`src/vhp_pkg.sv`:
```
package vhp_pkg;

	// Field widths of the byte stream and the verdict
	localparam int BYTE_W    = 8;
	localparam int RATE_W    = 8;
	localparam int MAX_W     = 24;
	localparam int SIZE_W    = 32;
	localparam int FCOUNT_W  = 21;
	localparam int OFFSET_W  = 24;
	localparam int TDATA_W   = 128;
	localparam int TUSER_W   = 4;
	localparam int CFG_IDX_W = 1;

	// Configuration register indexes and reset values
	localparam logic [CFG_IDX_W-1:0] CFG_DEFAULT_RATE = 1'd0;
	localparam logic [CFG_IDX_W-1:0] CFG_MAX_DATA     = 1'd1;
	localparam logic [RATE_W-1:0]    DEFAULT_RATE_RST = 8'd50;
	localparam logic [MAX_W-1:0]     MAX_DATA_RST     = 24'd1048576;

	// Magic characters
	localparam logic [BYTE_W-1:0] CH_A = 8'h61;
	localparam logic [BYTE_W-1:0] CH_Y = 8'h79;
	localparam logic [BYTE_W-1:0] CH_M = 8'h6d;

	// Number of zero-terminated strings after the header
	localparam int NUM_STRINGS = 5;

	typedef enum logic [2:0] {
		ERR_NONE  = 3'd0,
		ERR_TRUNC = 3'd1,
		ERR_MAGIC = 3'd2,
		ERR_SIZE  = 3'd3,
		ERR_LARGE = 3'd4,
		ERR_POS   = 3'd5
	} err_t;

	// Verdict passed from the parser through the queue to the output stage
	typedef struct packed {
		logic                ok;
		err_t                error_code;
		logic                ym_chip;
		logic [7:0]          stereo_mode;
		logic [15:0]         loop_start;
		logic [31:0]         psg_clock;
		logic [RATE_W-1:0]   rate_raw;
		logic [15:0]         year;
		logic [MAX_W-1:0]    data_size;
		logic [OFFSET_W-1:0] payload_offset;
	} verdict_t;

	// Output word layout, lowest field in the lowest bits
	typedef struct packed {
		logic [1:0]          pad;
		logic [OFFSET_W-1:0] payload_offset;
		logic [FCOUNT_W-1:0] num_frames;
		logic [15:0]         year;
		logic [RATE_W-1:0]   play_rate;
		logic [31:0]         psg_clock;
		logic [15:0]         loop_start;
		logic [7:0]          stereo_mode;
		logic                ym_chip;
	} out_data_t;

	// Status word layout
	typedef struct packed {
		err_t error_code;
		logic ok;
	} out_user_t;

endpackage

```
`src/vhp_front.sv`:
```
module vhp_front #(
	parameter int POS_BITS = 24
) (
	input  logic                       clk,
	input  logic                       arst_n,
	input  logic                       in_take,
	input  logic [vhp_pkg::BYTE_W-1:0] byte_value,
	input  logic                       last_byte,
	input  logic [vhp_pkg::MAX_W-1:0]  max_data_bytes,
	output logic                       push,
	output vhp_pkg::verdict_t          verdict
);
	import vhp_pkg::*;

	typedef enum logic [2:0] {
		PH_HEADER,
		PH_STRINGS,
		PH_WAIT,
		PH_DATA,
		PH_FAIL
	} phase_t;

	localparam logic [POS_BITS-1:0] POS_LIMIT = '1;
	localparam logic [2:0] STR_LAST = 3'(NUM_STRINGS - 1);

	// Reduce a value below 374 modulo 14 by reciprocal multiply
	function automatic logic [3:0] mod14(input logic [8:0] v);
		logic [17:0] prod;
		logic [4:0]  quo;
		logic [8:0]  back;
		prod = 18'(v) * 18'd293;
		quo  = prod[16:12];
		back = 9'(quo) * 9'd14;
		return 4'(v - back);
	endfunction

	phase_t            phase_q, phase_n;
	logic [POS_BITS-1:0] pos_q, pos_n;
	logic [2:0]        strings_q, strings_n;
	err_t              err_q, err_n;

	logic              ym_q, ym_n;
	logic [7:0]        stereo_q, stereo_n;
	logic [15:0]       loop_q, loop_n;
	logic [31:0]       clock_q, clock_n;
	logic [7:0]        rate_q, rate_n;
	logic [15:0]       year_q, year_n;
	logic [SIZE_W-1:0] size_q, size_n;
	logic [3:0]        res_q, res_n;

	logic [3:0]        hdr_idx;
	logic [1:0]        clk_sel;
	logic [5:0]        nib_sum;
	logic [8:0]        res_term;
	logic [8:0]        res_sum;
	logic [3:0]        res_step;
	logic [SIZE_W-1:0] size_full;

	assign hdr_idx   = pos_q[3:0];
	assign clk_sel   = 2'(hdr_idx - 4'd5);
	assign size_full = {byte_value, size_q[23:0]};

	// Running residue of the size: byte weights 1, 4, 2, 8 modulo 14
	always_comb begin
		nib_sum = 6'(byte_value[7:4]) * 6'd2 + 6'(byte_value[3:0]);
		case (hdr_idx[1:0])
			2'd0:    res_term = 9'(nib_sum);
			2'd1:    res_term = 9'(nib_sum) << 2;
			2'd2:    res_term = 9'(nib_sum) << 1;
			default: res_term = 9'(nib_sum) << 3;
		endcase
		res_sum  = res_term + ((hdr_idx[1:0] == 2'd0) ? 9'd0 : 9'(res_q));
		res_step = mod14(res_sum);
	end

	// Next parser state for the incoming byte
	always_comb begin
		phase_n   = phase_q;
		pos_n     = pos_q;
		strings_n = strings_q;
		err_n     = err_q;
		ym_n      = ym_q;
		stereo_n  = stereo_q;
		loop_n    = loop_q;
		clock_n   = clock_q;
		rate_n    = rate_q;
		year_n    = year_q;
		size_n    = size_q;
		res_n     = res_q;
		unique case (phase_q)
			PH_HEADER: begin
				pos_n = pos_q + 1'b1;
				unique case (hdr_idx) inside
					4'd0: begin
						if (byte_value == CH_A) begin
							ym_n = 1'b0;
						end else if (byte_value == CH_Y) begin
							ym_n = 1'b1;
						end else begin
							err_n   = ERR_MAGIC;
							phase_n = PH_FAIL;
						end
					end
					4'd1: begin
						if (byte_value != (ym_q ? CH_M : CH_Y)) begin
							err_n   = ERR_MAGIC;
							phase_n = PH_FAIL;
						end
					end
					4'd2: stereo_n = byte_value;
					[4'd3:4'd4]: loop_n[{hdr_idx == 4'd4, 3'b000} +: 8] = byte_value;
					[4'd5:4'd8]: clock_n[{clk_sel, 3'b000} +: 8] = byte_value;
					4'd9: rate_n = byte_value;
					[4'd10:4'd11]: year_n[{hdr_idx[0], 3'b000} +: 8] = byte_value;
					[4'd12:4'd15]: begin
						size_n[{hdr_idx[1:0], 3'b000} +: 8] = byte_value;
						res_n = res_step;
						// Last size byte: check in stream order
						if (hdr_idx == 4'd15) begin
							if (size_full == '0 || res_step != 4'd0) begin
								err_n   = ERR_SIZE;
								phase_n = PH_FAIL;
							end else if (size_full > SIZE_W'(max_data_bytes)) begin
								err_n   = ERR_LARGE;
								phase_n = PH_FAIL;
							end else begin
								phase_n = PH_STRINGS;
							end
						end
					end
					default: ;
				endcase
			end
			PH_STRINGS: begin
				if (pos_q == POS_LIMIT) begin
					if (!last_byte) begin
						err_n   = ERR_POS;
						phase_n = PH_FAIL;
					end
				end else begin
					pos_n = pos_q + 1'b1;
					if (byte_value == '0) begin
						strings_n = strings_q + 3'd1;
						if (strings_q == STR_LAST) begin
							phase_n = PH_WAIT;
						end
					end
				end
			end
			PH_WAIT: phase_n = PH_DATA;
			PH_DATA, PH_FAIL: ;
			default: ;
		endcase
	end

	// Build the verdict from the state after this byte
	always_comb begin
		verdict = '0;
		if (phase_n == PH_FAIL) begin
			verdict.error_code = err_n;
		end else if (phase_n != PH_DATA) begin
			verdict.error_code = ERR_TRUNC;
		end else begin
			verdict.ok             = 1'b1;
			verdict.error_code     = ERR_NONE;
			verdict.ym_chip        = ym_n;
			verdict.stereo_mode    = stereo_n;
			verdict.loop_start     = loop_n;
			verdict.psg_clock      = clock_n;
			verdict.rate_raw       = rate_n;
			verdict.year           = year_n;
			verdict.data_size      = size_n[MAX_W-1:0];
			verdict.payload_offset = OFFSET_W'(pos_n);
		end
	end

	assign push = in_take && last_byte;

	// Hold control state, rearm after the last byte of a file
	always_ff @(posedge clk or negedge arst_n) begin
		if (!arst_n) begin
			phase_q   <= PH_HEADER;
			pos_q     <= '0;
			strings_q <= '0;
			err_q     <= ERR_NONE;
		end else if (in_take) begin
			if (last_byte) begin
				phase_q   <= PH_HEADER;
				pos_q     <= '0;
				strings_q <= '0;
				err_q     <= ERR_NONE;
			end else begin
				phase_q   <= phase_n;
				pos_q     <= pos_n;
				strings_q <= strings_n;
				err_q     <= err_n;
			end
		end
	end

	// Header fields, each overwritten before it is reported
	always_ff @(posedge clk) begin
		if (in_take) begin
			ym_q     <= ym_n;
			stereo_q <= stereo_n;
			loop_q   <= loop_n;
			clock_q  <= clock_n;
			rate_q   <= rate_n;
			year_q   <= year_n;
			size_q   <= size_n;
			res_q    <= res_n;
		end
	end

endmodule

```
`src/vhp_queue.sv`:
```
module vhp_queue (
	input  logic              clk,
	input  logic              arst_n,
	input  logic              push,
	input  vhp_pkg::verdict_t push_data,
	output logic              full,
	output logic              head_valid,
	output vhp_pkg::verdict_t head_data,
	input  logic              pop
);
	import vhp_pkg::*;

	localparam int DEPTH = 4;
	localparam int PTR_W = $clog2(DEPTH);
	localparam int CNT_W = $clog2(DEPTH + 1);

	verdict_t          entry_q [DEPTH];
	logic [PTR_W-1:0]  wr_ptr_q, rd_ptr_q;
	logic [CNT_W-1:0]  count_q;
	logic              do_push, do_pop;

	assign full       = (count_q == CNT_W'(DEPTH));
	assign head_valid = (count_q != '0);
	assign head_data  = entry_q[rd_ptr_q];
	assign do_push    = push && !full;
	assign do_pop     = pop && head_valid;

	// Advance pointers and occupancy
	always_ff @(posedge clk or negedge arst_n) begin
		if (!arst_n) begin
			wr_ptr_q <= '0;
			rd_ptr_q <= '0;
			count_q  <= '0;
		end else begin
			if (do_push) begin
				wr_ptr_q <= wr_ptr_q + 1'b1;
			end
			if (do_pop) begin
				rd_ptr_q <= rd_ptr_q + 1'b1;
			end
			if (do_push && !do_pop) begin
				count_q <= count_q + 1'b1;
			end else if (do_pop && !do_push) begin
				count_q <= count_q - 1'b1;
			end
		end
	end

	// Store the verdict word
	always_ff @(posedge clk) begin
		if (do_push) begin
			entry_q[wr_ptr_q] <= push_data;
		end
	end

endmodule

```
`src/vhp_back.sv`:
```
module vhp_back (
	input  logic                        clk,
	input  logic                        arst_n,
	input  logic                        in_valid,
	input  vhp_pkg::verdict_t           in_data,
	output logic                        pop,
	input  logic [vhp_pkg::RATE_W-1:0]  default_rate_hz,
	output logic                        m_tvalid,
	input  logic                        m_tready,
	output vhp_pkg::out_data_t          out_data,
	output vhp_pkg::out_user_t          out_user
);
	import vhp_pkg::*;

	// Quotient by 14 as multiply by ceil(2^28 / 14), exact below 2^24
	localparam int          RECIP_SHIFT = 28;
	localparam int          PROD_W      = MAX_W + 25;
	localparam logic [24:0] RECIP_14    = 25'd19173962;

	logic              m_tvalid_q;
	out_data_t         data_q;
	out_user_t         user_q;
	logic [PROD_W-1:0] prod;
	logic [RATE_W-1:0] rate;

	assign pop = in_valid && (!m_tvalid_q || m_tready);

	always_comb begin
		prod = PROD_W'(in_data.data_size) * PROD_W'(RECIP_14);
		if (in_data.ok && in_data.rate_raw == '0) begin
			rate = default_rate_hz;
		end else begin
			rate = in_data.rate_raw;
		end
	end

	// Hold the result until taken
	always_ff @(posedge clk or negedge arst_n) begin
		if (!arst_n) begin
			m_tvalid_q <= 1'b0;
		end else if (pop) begin
			m_tvalid_q <= 1'b1;
		end else if (m_tready) begin
			m_tvalid_q <= 1'b0;
		end
	end

	// Load the finished verdict
	always_ff @(posedge clk) begin
		if (pop) begin
			data_q.pad            <= '0;
			data_q.payload_offset <= in_data.payload_offset;
			data_q.num_frames     <= prod[RECIP_SHIFT +: FCOUNT_W];
			data_q.year           <= in_data.year;
			data_q.play_rate      <= rate;
			data_q.psg_clock      <= in_data.psg_clock;
			data_q.loop_start     <= in_data.loop_start;
			data_q.stereo_mode    <= in_data.stereo_mode;
			data_q.ym_chip        <= in_data.ym_chip;
			user_q.ok             <= in_data.ok;
			user_q.error_code     <= in_data.error_code;
		end
	end

	assign m_tvalid = m_tvalid_q;
	assign out_data = data_q;
	assign out_user = user_q;

endmodule

```
`src/vtx_header_parser_core.sv`:
```
// VTX file header parser.
// Slave stream: one file byte per word in s_tdata, s_tlast on the final byte
// of a file. Master stream: one verdict word per file, status in m_tuser and
// header fields in m_tdata.
// Configuration: cfg_we with cfg_index 0 sets the default frame rate (used
// when the header rate byte is zero), index 1 the largest accepted register
// data size. Write only while no file is in flight.
// Throughput: one byte per cycle while the queue is not full. The parser
// updates its state with each byte taken and, on the last byte, pushes a
// verdict into a four-entry queue; an output stage drains the queue one
// verdict per cycle while m_tready is high, computing size / 14 with one
// reciprocal multiply. With the queue empty and the output register free,
// the verdict goes into the queue and then into the output register.
// Stall: with m_tready low, the output word holds and the queue fills;
// s_tready drops only when the queue is full.
// Reset: the parser rearms at the start of a file, the queue empties and the
// configuration registers return to rate 50 and size limit 1048576.
module vtx_header_parser_core #(
	parameter int POS_BITS = 24
) (
	input  logic                          clk,
	input  logic                          arst_n,
	input  logic                          s_tvalid,
	output logic                          s_tready,
	input  logic [7:0]                    s_tdata,   // byte_value
	input  logic                          s_tlast,   // last_byte
	output logic                          m_tvalid,
	input  logic                          m_tready,
	// ym_chip, stereo_mode, loop_start, psg_clock, play_rate,
	// year, num_frames, payload_offset, zero pad
	output logic [vhp_pkg::TDATA_W-1:0]   m_tdata,
	output logic [vhp_pkg::TUSER_W-1:0]   m_tuser,   // ok, error_code
	input  logic                          cfg_we,
	input  logic [vhp_pkg::CFG_IDX_W-1:0] cfg_index,
	input  logic [vhp_pkg::MAX_W-1:0]     cfg_wdata
);
	import vhp_pkg::*;

	logic [RATE_W-1:0] default_rate_q;
	logic [MAX_W-1:0]  max_data_q;
	logic              in_take;
	logic              push;
	logic              full;
	logic              head_valid;
	logic              pop;
	verdict_t          push_data;
	verdict_t          head_data;
	out_data_t         out_data;
	out_user_t         out_user;

	// Configuration registers
	always_ff @(posedge clk or negedge arst_n) begin
		if (!arst_n) begin
			default_rate_q <= DEFAULT_RATE_RST;
			max_data_q     <= MAX_DATA_RST;
		end else if (cfg_we) begin
			case (cfg_index)
				CFG_DEFAULT_RATE: default_rate_q <= cfg_wdata[RATE_W-1:0];
				CFG_MAX_DATA:     max_data_q     <= cfg_wdata;
				default: ;
			endcase
		end
	end

	assign s_tready = !full;
	assign in_take  = s_tvalid && s_tready;

	vhp_front #(
		.POS_BITS (POS_BITS)
	) u_front (
		.clk            (clk),
		.arst_n         (arst_n),
		.in_take        (in_take),
		.byte_value     (s_tdata),
		.last_byte      (s_tlast),
		.max_data_bytes (max_data_q),
		.push           (push),
		.verdict        (push_data)
	);

	vhp_queue u_queue (
		.clk        (clk),
		.arst_n     (arst_n),
		.push       (push),
		.push_data  (push_data),
		.full       (full),
		.head_valid (head_valid),
		.head_data  (head_data),
		.pop        (pop)
	);

	vhp_back u_back (
		.clk             (clk),
		.arst_n          (arst_n),
		.in_valid        (head_valid),
		.in_data         (head_data),
		.pop             (pop),
		.default_rate_hz (default_rate_q),
		.m_tvalid        (m_tvalid),
		.m_tready        (m_tready),
		.out_data        (out_data),
		.out_user        (out_user)
	);

	assign m_tdata = out_data;
	assign m_tuser = out_user;

endmodule

```
`config.mk`:
```
export PLATFORM = sky130hd
export DESIGN_NAME = vtx_header_parser_core
export DESIGN_NICKNAME = d
export VERILOG_FILES = /design/src/vhp_pkg.sv /design/src/vhp_front.sv /design/src/vhp_queue.sv /design/src/vhp_back.sv /design/src/vtx_header_parser_core.sv
export SDC_FILE = /design/constraint.sdc
export NUM_CORES = 1
export LEC_CHECK = 0
export ABC_AREA = 1
export BUFFER_PORTS_ARGS = -buffer_cell sky130_fd_sc_hd__buf_2
export CAP_MARGIN = 20
export CORE_MARGIN = 1
export CORE_UTILIZATION = 45
export DETAILED_ROUTE_END_ITERATION = 8
export PLACE_DENSITY_LB_ADDON = 0.25
export REMOVE_ABC_BUFFERS = 1
export SLEW_MARGIN = 25
export SYNTH_ARGS = -nofsm -noshare
export SYNTH_HDL_FRONTEND = slang
export SYNTH_SLANG_ARGS = --single-unit
```
`constraint.sdc`:
```
create_clock -name clk -period 11 [get_ports clk]
set_input_delay 1.1 -clock clk [delete_from_list [all_inputs] [get_ports clk]]
set_output_delay 1.1 -clock clk [all_outputs]
set_load 0.01 [all_outputs]
```
==> Word level (Yosys, flattened, before mapping) <==
Memory sizes are Yosys's and may differ from the RTL's.
Cells that the tools add are included.
{ "classes": {"addsub": 14, "mul": 3, "n_div": 0, "order_cmp": 9, "n_eq_ne": 18, "n_shift": 8, "muxes": 67, "n_bitwise": 1, "n_reduce_logical": 34} }
{ "ops": {"columns": ["operator", "count"], "rows": [
  ["$mux W129", 2],
  ["$mux W24", 4],
  ["$mux W3", 27],
  ["$bwmux W32", 2],
  ["$mux W16", 4],
  ["$mux W32", 2],
  ["$shift A8 B7 Y32 const A", 2],
  ["$shiftx A8 B7 Y32", 2],
  ["$mul A24 B24 Y48 const B", 1],
  ["$pmux W24 S2", 1],
  ["$mux W8", 5],
  ["$bwmux W16", 2],
  ["$gt A32 B24 Y1", 1],
  ["$logic_not A32 Y1", 1],
  ["$shift A8 B6 Y16 const A", 2],
  ["$shiftx A8 B6 Y16", 2],
  ["$pmux W3 S3", 3],
  ["$pmux W9 S3", 1],
  ["$add A24 B1 Y24 const B", 1],
  ["$eq A24 B24 Y1 const B", 1],
  ["$mul A9 B9 Y17 const B", 1],
  ["$eq A8 B7 Y1 const B", 2],
  ["$logic_not A8 Y1", 2],
  ["$neg A5 Y7", 2],
  ["other kinds (43)", 81]
]} }
{ "word_totals": {"ff_bits": 320, "latch_bits": 0, "ramBits": 532, "mem_bits_ro": 0, "in_bits": 39, "out_inout_bits": 134, "wordCells": 184, "n_memories": 1} }
{ "mem_list": {"columns": ["memory", "depth", "word_bits", "read_ports", "rd_clocked_by_memory_dff", "write_ports", "line_no", "source"], "rows": [
  ["u_queue.entry_q", 4, 133, 1, 0, 1, "vhp_queue.sv:17", "verdict_t entry_q [DEPTH];"]
]} }

==> Logic depth before layout (Yosys ltp) <==
Gate-level depths: netlist of run 1.
{ "logic_depth": {"word_depth": 15, "depth_mapped": 52, "mapped_depth_nobuf": 51} }

==> Hierarchy <==
A second synthesis of run 1 with hierarchy kept.
{ "unflattened": {"cells_unflattened": 4440, "area_unflattened_um2": 46185.5} }
{ "by_module_without_submodules": {"columns": ["module", "instances", "cells_each", "area_per_inst_um2", "seq_area_each_um2"], "rows": [
  ["vhp_queue", 1, 1612, 21494.4, 16150.5],
  ["vhp_back", 1, 1272, 12729.7, 3928.8],
  ["vhp_front", 1, 1413, 10635.2, 4098.9],
  ["vtx_header_parser_core", 1, 143, 1326.3, 805.8]
]} }

==> Worst setup path after synthesis of run 1 <==
OpenSTA, ideal clock, no wires.
{ "synth_path": {"path_type": "input to register", "start": "in m_tready", "end": "reg u_queue.count_q[1]", "arrival_time_ns": 9.282, "slack_ns": 1.594, "path_stages": 8, "n_path_buf": 0, "path_cell_list": "nor2_1 -> a31oi_1 -> inv_1 -> ha_1 -> inv_1 -> fa_1 -> nor2_1 -> a21oi_1"} }
{ "synth_between": {"elab_chain_len": 6, "word_cells_on_any_way": 8, "classes_between": "1 x mux; 7 x reduce/logical"} }
{ "synth_lines": {"columns": ["element", "line_no", "source"], "rows": [
  ["start: declaration", "vtx_header_parser_core.sv:28", "input logic m_tready,"],
  ["$logic_or A1 B1 Y1 (*)", "vhp_back.sv:26", "assign pop = in_valid && (!m_tvalid_q || m_tready);"],
  ["$logic_and A1 B1 Y1 (*)", "vhp_back.sv:26", null],
  ["named net pop", "vtx_header_parser_core.sv:45", "logic pop;"],
  ["$logic_and A1 B1 Y1 (*)", "vhp_queue.sv:26", "assign do_pop = pop && head_valid;"],
  ["$logic_not A1 Y1", "vhp_queue.sv:41", "if (do_push && !do_pop) begin"],
  ["$logic_and A1 B1 Y1", "vhp_queue.sv:41", null],
  ["$mux W3 or $reduce_bool A2 Y1 (tied branches)", null, null],
  ["end signal: assignment", "vhp_queue.sv:42", "count_q <= count_q + 1'b1;"],
  ["end signal: assignment", "vhp_queue.sv:44", "count_q <= count_q - 1'b1;"],
  ["end: declaration", "vhp_queue.sv:19", "logic [CNT_W-1:0] count_q;"]
]} }
The timed path passes the listed nets; every way through them passes the cells marked *.
A chain may end at the register's enable or synchronous reset.

==> results of run 1 <==
## routing by layer
| metal | global-route usage, % | share of wire [%] | up-vias |
|---|---|---|---|
| met1 | 27.4 | 43 | 13900 |
| met3 | 3.21 | 4.6 | 165 |
| met4 | 6.26 | 2.7 | 4 |
| met5 | 0 | 0.025 | - |
| li1 | - | - | 13800 |
| met2 | 36.3 | 49 | 676 |
## cells by family after synthesis
group                    share of synthesized area [%]
other                                          0.00864
flip-flops                                        57.6
buffers and inverters                             5.84
AND/OR/NAND/NOR                                   10.9
adder cells (fa/ha/maj)                           15.3
XOR/XNOR                                          1.01
AO/OA/AOI/OAI                                     9.40
## cell type report
type                    instances  area, sq um
clock buffers                 110         2360
clock inverters                54          519
fillers                      8467        46600
inverters                     534         2020
multi-input cells            2376        15900
flip-flops and latches        844        25000
well taps                    1265         1580
repair buffers                221         1290
## synthesized netlist by cell type, drive strengths merged, types with 3 or more instances
| master | number | area (sq um) |
|---|---|---|
| xnor2 | 10 | 87.6 |
| buf | 15 | 78.8 |
| a21o | 3 | 22.5 |
| a31oi | 8 | 50.1 |
| clkbuf | 119 | 447 |
| nor4 | 14 | 87.6 |
| dfrtp | 69 | 1730 |
| o21bai | 3 | 22.5 |
| ha | 307 | 3840 |
| o31ai | 3 | 22.5 |
| a211oi | 7 | 52.6 |
| fa | 140 | 2800 |
| o21a | 8 | 60.1 |
| a21boi | 3 | 22.5 |
| nand2 | 540 | 2070 |
| a21oi | 218 | 1090 |
| o211ai | 6 | 45.0 |
| nand4 | 35 | 219 |
| xor2 | 40 | 350 |
| o22ai | 129 | 807 |
| nor2 | 399 | 1530 |
| o21ai | 328 | 1650 |
| inv | 534 | 2010 |
| nand3 | 104 | 561 |
| a32o | 3 | 30.0 |
| dfstp | 4 | 105 |
| nor3 | 27 | 145 |
| edfxtp | 771 | 23200 |
| a32oi | 20 | 175 |
| or2 | 13 | 81.3 |
## state kept, by name (all words and copies together) (netlist names), 2 cells and up
signal,count
u_front.stereo_q,8
u_queue.entry_q,532
u_queue.count_q,3
u_front.loop_q,16
u_front.phase_q,3
u_queue.wr_ptr_q,2
u_queue.rd_ptr_q,2
u_front.rate_q,8
u_front.year_q,16
u_front.err_q,3
u_back.out_user,4
u_front.strings_q,3
u_front.size_q,24
u_back.out_data,126
u_front.pos_q,24
default_rate_q,8
max_data_q,24
u_front.clock_q,32
u_front.res_q,4
## path summary, 6_finish.rpt
kind | slack [ns] | endpoint | startpoint
min in group clk | 0.49 | max_data_q[1]$_DFFE_PN0P_ | max_data_q[1]$_DFFE_PN0P_
min | 0.33 | u_front.pos_q[12]$_DFFE_PN0P_ | arst_n
max in group asynchronous | 9.53 | u_queue.rd_ptr_q[0]$_DFFE_PN0P_ | arst_n
max | 2.89 | u_queue.entry_q[3][129]$_DFFE_PP_ | u_front.pos_q[0]$_DFFE_PN0P_
min reg2reg | 0.49 | max_data_q[1]$_DFFE_PN0P_ | max_data_q[1]$_DFFE_PN0P_
max reg2reg | 2.89 | u_queue.entry_q[3][129]$_DFFE_PP_ | u_front.pos_q[0]$_DFFE_PN0P_
## through the flow
| stage | TNS (ns) | worst slack [ns] |
|---|---|---|
| final | 0 | 2.89 |
| after global routing | 0 | 2.22 |
| after CTS | 0 | 2.98 |
| after detailed placement | 0 | 2.60 |
| after global placement | 0 | 2.70 |
| after floorplan | -33.08 | -2.06 |
==> results.py, run 1 <==
metrics = {
    "worst_setup_path": {
        "critical_path_class": "reg2reg",
        "crit_fanout": 19,
        "cp.depth": 38,
        "r2r_cells": 38,
        "slowest_delay_ns": 0.76,
        "crit_path_end_kind": "register",
        "critical_path_required_ns": 11.40,
        "critPathLaunchType": "register",
        "crit_buf_inv": 4,
        "crit_top_cell": "nand2_1",
        "slowest_stage": "dfrtp_1",
        "cp_top_family": "adder cells",
        "arrival_ns": 8.51,
    },
    "cells_and_area": {
        "postLayoutCoreUtil_pct": 51.1,
        "antenna_cells": 0,
        "final_cells": 5404,
        "mostFrequentLayoutCell": "edfxtp_1",
        "nets": 4553,
        "final_area_sq_um": 48700,
        "final_cell_mix": "771 x edfxtp_1, 529 x nand2_1, 525 x inv_1, 386 x nor2_1, 317 x o21ai_0",
        "synthToLayoutAreaGrowth_pct": 12.2,
        "drive_gt1_share_pct": 9.91,
    },
    "global_routing": {
        "first_global_vias": 28000,
        "antenna_found_initial": 2,
        "grt_pass1_wl_mm": 159,
        "track_usage_pct": 21.0,
        "grt_max_degree": 176,
        "grt_remaining_overflow": 0,
    },
    "clocking": {
        "cts_num_sinks": 844,
        "cts_root_buf": "clkbuf_16",
        "cts_max_path_buffers": 3,
        "cts_tree": "done",
        "clkTransAtPathRegs_ns": 0.06,
        "postCtsSetupRepairBufs": 0,
        "cts-resized-gates": 0,
        "postCtsHoldBufs": 0,
        "cts_htree_levels": 3,
        "cts_made_buffers": 90,
        "clk_latency_ns": 0.68,
    },
    "placed_design": {
        "placed_area_sq_um": 45800,
        "dpl.cell_count": 5236,
        "port_buffers": 170,
        "gp_congestion": 0.898,
        "dpl.hpwl_mm": 68.3,
    },
    "sta": {
        "fin_crit_sh_pct": 73.7,
        "fin_skew_ns": 0.0554,
        "worstMarginPinSlew_ns": 1.04,
        "period_minus_slack_ns": 8.11,
        "hold_viol": 0,
        "rsz0062_at_grt": "false",
        "holdWs_ns": 0.325,
        "setup_viol": 0,
        "slew_headroom_pct": 30.8,
        "max_freq_mhz": 123,
        "report.final.slew_viol_count": 0,
    },
    "synth": {
        "ys_warn_count": 0,
        "synth.yosys.seq_area_share_pct": 57.6,
        "syn_area_per_cell_sq_um": 11.2,
        "synth_area_sq_um": 43400,
        "ys_types": 50,
        "async_flop_share_pct": 8.65,
        "synthCells": 3886,
        "synth_edf_count": 771,
        "ys.flop_type": "edfxtp_1",
        "ys_ff_latch": 844,
    },
    "floorplan": {
        "die-area_sq_um": 97700,
        "start_util_pct": 45.5,
        "die_h_um": 313,
        "core_sq_um": 95300,
        "num_io_pins": 173,
        "rows": 113,
        "fp.dieW_um": 313,
    },
    "detailed_routing": {
        "drt_iter0_drc": 2179,
        "drtAntennaViolNets": 0,
        "drt-total-wl_mm": 103,
        "post_drt_wl_per_cell_um": 19.1,
        "via_count": 28500,
        "drc_errors": 0,
        "via_per_inst": 5.28,
        "firstDrtPassIters": 6,
    },
    "run_status": {
        "outcome": "finished, final reports clean",
    },
    "worst_hold_path": {
        "hold_path_class": "in2async",
    },
    "job": {
        "max_cap_violations": 0,
    },
}
Power of run 1 is not shown: default switching activity piles up to over one toggle a cycle in this logic, so the estimate is an artifact.
==> run 2, diff against run 1 <==
--- a/config.mk
+++ b/config.mk
@@ -5,7 +5,7 @@
 export SDC_FILE = /design/constraint.sdc
 export NUM_CORES = 1
 export LEC_CHECK = 0
-export ABC_AREA = 1
+export ABC_AREA = 0
 export BUFFER_PORTS_ARGS = -buffer_cell sky130_fd_sc_hd__buf_2
 export CAP_MARGIN = 20
 export CORE_MARGIN = 1
==> constraint.sdc (replaced) <==
create_clock -name clk -period 8.4 [get_ports clk]
set_input_delay 0.84 -clock clk [delete_from_list [all_inputs] [get_ports clk]]
set_output_delay 0.84 -clock clk [all_outputs]
set_load 0.01 [all_outputs]
==> results.py, run 2 <==
metrics = {
    "run_status": {
        "outcome": "finished, final reports clean",
    },
    "detailed_routing": {
        "via_count": 23600,
        "drt_iter0_drc": 1823,
        "post_drt_wl_per_cell_um": 21.7,
        "drtAntennaViolNets": 0,
        "drt-total-wl_mm": 93.8,
        "drc_errors": 0,
        "via_per_inst": 5.46,
        "firstDrtPassIters": 6,
    },
    "worst_setup_path": {
        "r2r_setup_slack_ns": 0.46,
        "slowest_delay_ns": 0.55,
        "crit_buf_inv": 4,
        "slowest_stage": "fa_1",
        "critPathLaunchType": "input pin",
        "arrival_ns": 8.44,
        "critical_path_class": "in2reg",
        "critPathLaunch": "s_tdata[1]",
        "cp_top_family": "adder cells",
        "r2r_cells": 31,
        "crit_end": "u_queue.entry_q[3][130]$_DFFE_PP_",
        "cp.depth": 34,
        "crit_path_end_kind": "register",
        "crit_top_cell": "ha_1",
        "crit_fanout": 4,
        "regToRegEndpoint": "u_queue.entry_q[3][130]$_DFFE_PP_",
        "r2r-start": "u_front.pos_q[0]$_DFFE_PN0P_",
        "critical_path_required_ns": 8.79,
    },
    "synth": {
        "ys.flop_type": "edfxtp_1",
        "ys_types": 81,
        "synthCells": 2763,
        "async_flop_share_pct": 8.65,
        "ys_ff_latch": 844,
        "synth_area_sq_um": 42000,
        "synth_edf_count": 771,
        "synth_top_area_share_pct": 55.2,
        "yosys-top-cells-count": "771 x edfxtp_1, 307 x ha_1, 292 x inv_1, 186 x nand2_1, 140 x fa_1",
        "synth.yosys.seq_area_share_pct": 59.5,
        "syn_area_per_cell_sq_um": 15.2,
        "synthTopCellsByArea": "edfxtp_1 55%, ha_1 9.2%, mux4_2 7.1%, fa_1 6.7%, dfrtp_1 4.1%",
        "yosysMostFrequentCell": "edfxtp_1",
        "ys_warn_count": 0,
        "yosys.area.top_type": "edfxtp_1",
    },
    "cells_and_area": {
        "final_area_sq_um": 47500,
        "mostFrequentLayoutCell": "edfxtp_1",
        "drive_gt1_share_pct": 20.4,
        "seq_area_sq_um": 25000,
        "nets": 3488,
        "antenna_cells": 0,
        "n_fill_cell": 7685,
        "top_register": "u_queue.entry_q",
        "synthToLayoutAreaGrowth_pct": 13.2,
        "multi_input_comb_area_sq_um": 15600,
        "final_cell_mix": "771 x edfxtp_1, 305 x ha_1, 290 x inv_1, 186 x nand2_1, 167 x buf_2",
        "largest_register_ffs": 532,
    },
    "clocking": {
        "cts_max_path_buffers": 3,
        "cts_tree": "done",
        "clk_latency_ns": 0.66,
        "clkTransAtPathRegs_ns": 0.06,
        "cts_htree_levels": 3,
        "cts_root_buf": "clkbuf_16",
        "cts_made_buffers": 88,
        "cts_num_sinks": 844,
    },
    "placed_design": {
        "placed_area_sq_um": 44600,
        "port_buffers": 170,
        "gp_congestion": 0.887,
        "dpl.hpwl_mm": 61.6,
        "dp_slack_ns": -0.457,
    },
    "sta": {
        "fin_crit_sh_pct": 95.8,
        "slew_headroom_pct": 31.3,
        "setup_viol": 0,
        "period_minus_slack_ns": 8.05,
        "timing.final.ws_setup_ns": 0.353,
        "worstMarginPinSlew_ns": 1.03,
        "hold_viol": 0,
        "report.final.slew_viol_count": 0,
        "max_freq_mhz": 124,
        "rsz0062_at_grt": "false",
        "fin_skew_ns": 0.0359,
    },
    "global_routing": {
        "antenna_found_initial": 2,
        "track_usage_pct": 20.2,
        "grt_pass1_wl_mm": 145,
        "grt_max_degree": 133,
        "grt_remaining_overflow": 0,
        "first_global_vias": 25000,
    },
    "worst_hold_path": {
        "hold_path_class": "in2reg",
    },
    "floorplan": {
        "die_h_um": 307,
        "core_sq_um": 91900,
        "die-area_sq_um": 94500,
        "fp.dieW_um": 307,
        "num_io_pins": 173,
        "rows": 111,
        "start_util_pct": 45.6,
    },
    "job": {
        "max_cap_violations": 0,
    },
}
## run 2: cell type report
| class | instances | area share (%) |
|---|---|---|
| Multi-Input combinational cell | 1529 | 32.8 |
| Inverter | 294 | 2.34 |
| Sequential cell | 844 | 52.6 |
| Clock inverter | 37 | 0.743 |
| Clock buffer | 124 | 5.18 |
| Tap cell | 1243 | 3.27 |
| Timing Repair Buffer | 245 | 3.07 |
## run 2: worst min-delay path by stage
stage / start / endpoint / cells past startpoint
floorplan: u_queue.count_q[2]$_DFFE_PN0P_ / u_queue.count_q[2]$_DFFE_PN0P_ / 1
global placement: u_queue.count_q[2]$_DFFE_PN0P_ / u_queue.count_q[2]$_DFFE_PN0P_ / 1
detailed placement: u_queue.count_q[2]$_DFFE_PN0P_ / u_queue.count_q[2]$_DFFE_PN0P_ / 1
CTS: m_tready / u_back.m_tvalid$_DFFE_PN0P_ / 2
global route: m_tready / u_back.m_tvalid$_DFFE_PN0P_ / 2
finish: m_tready / u_back.m_tvalid$_DFFE_PN0P_ / 2
## run 2: timing repair
item,CTS,global route
hold endpoints to repair,9,0
setup buffers,0,2
hold buffers,1,0
endpoints found under the setup margin,0,17
resized for setup,0,16
## run 2: cells by family after synthesis
group	count (synthesis)	share of synthesized area, %
flops	844	59.5
simple gates	526	6.19
fa+ha+maj	447	15.8
buf+inv	392	3.55
compound gates	273	4.12
mux	223	9.55
xor+xnor	57	1.19
other cells	1	0.00894
## run 2: per-layer routing
layer	track usage [%]	vias to the layer above	part of all wire [%]
met3	2.71	163	4.3
met5	0	-	0.014
li1	-	10600	-
met4	5.76	2	2.5
met2	35.0	610	50
met1	26.5	12100	43
## run 2: metrics by stage
| stage | cells | TNS [ns] | hold slack [ns] | util (%) |
|---|---|---|---|---|
| floorplan | 2667 | -51.89 | 0.464 | - |
| global placement | 4152 | -3.57 | 0.476 | 48.5 |
| detailed placement | 4152 | -5.77 | 0.491 | 48.5 |
| CTS | 4314 | 0 | 0.352 | 51.6 |
| global route | 4316 | 0 | 0.388 | 51.7 |
| finish | 4316 | 0 | 0.392 | 51.7 |
Power of run 2 is left out for the same reason.
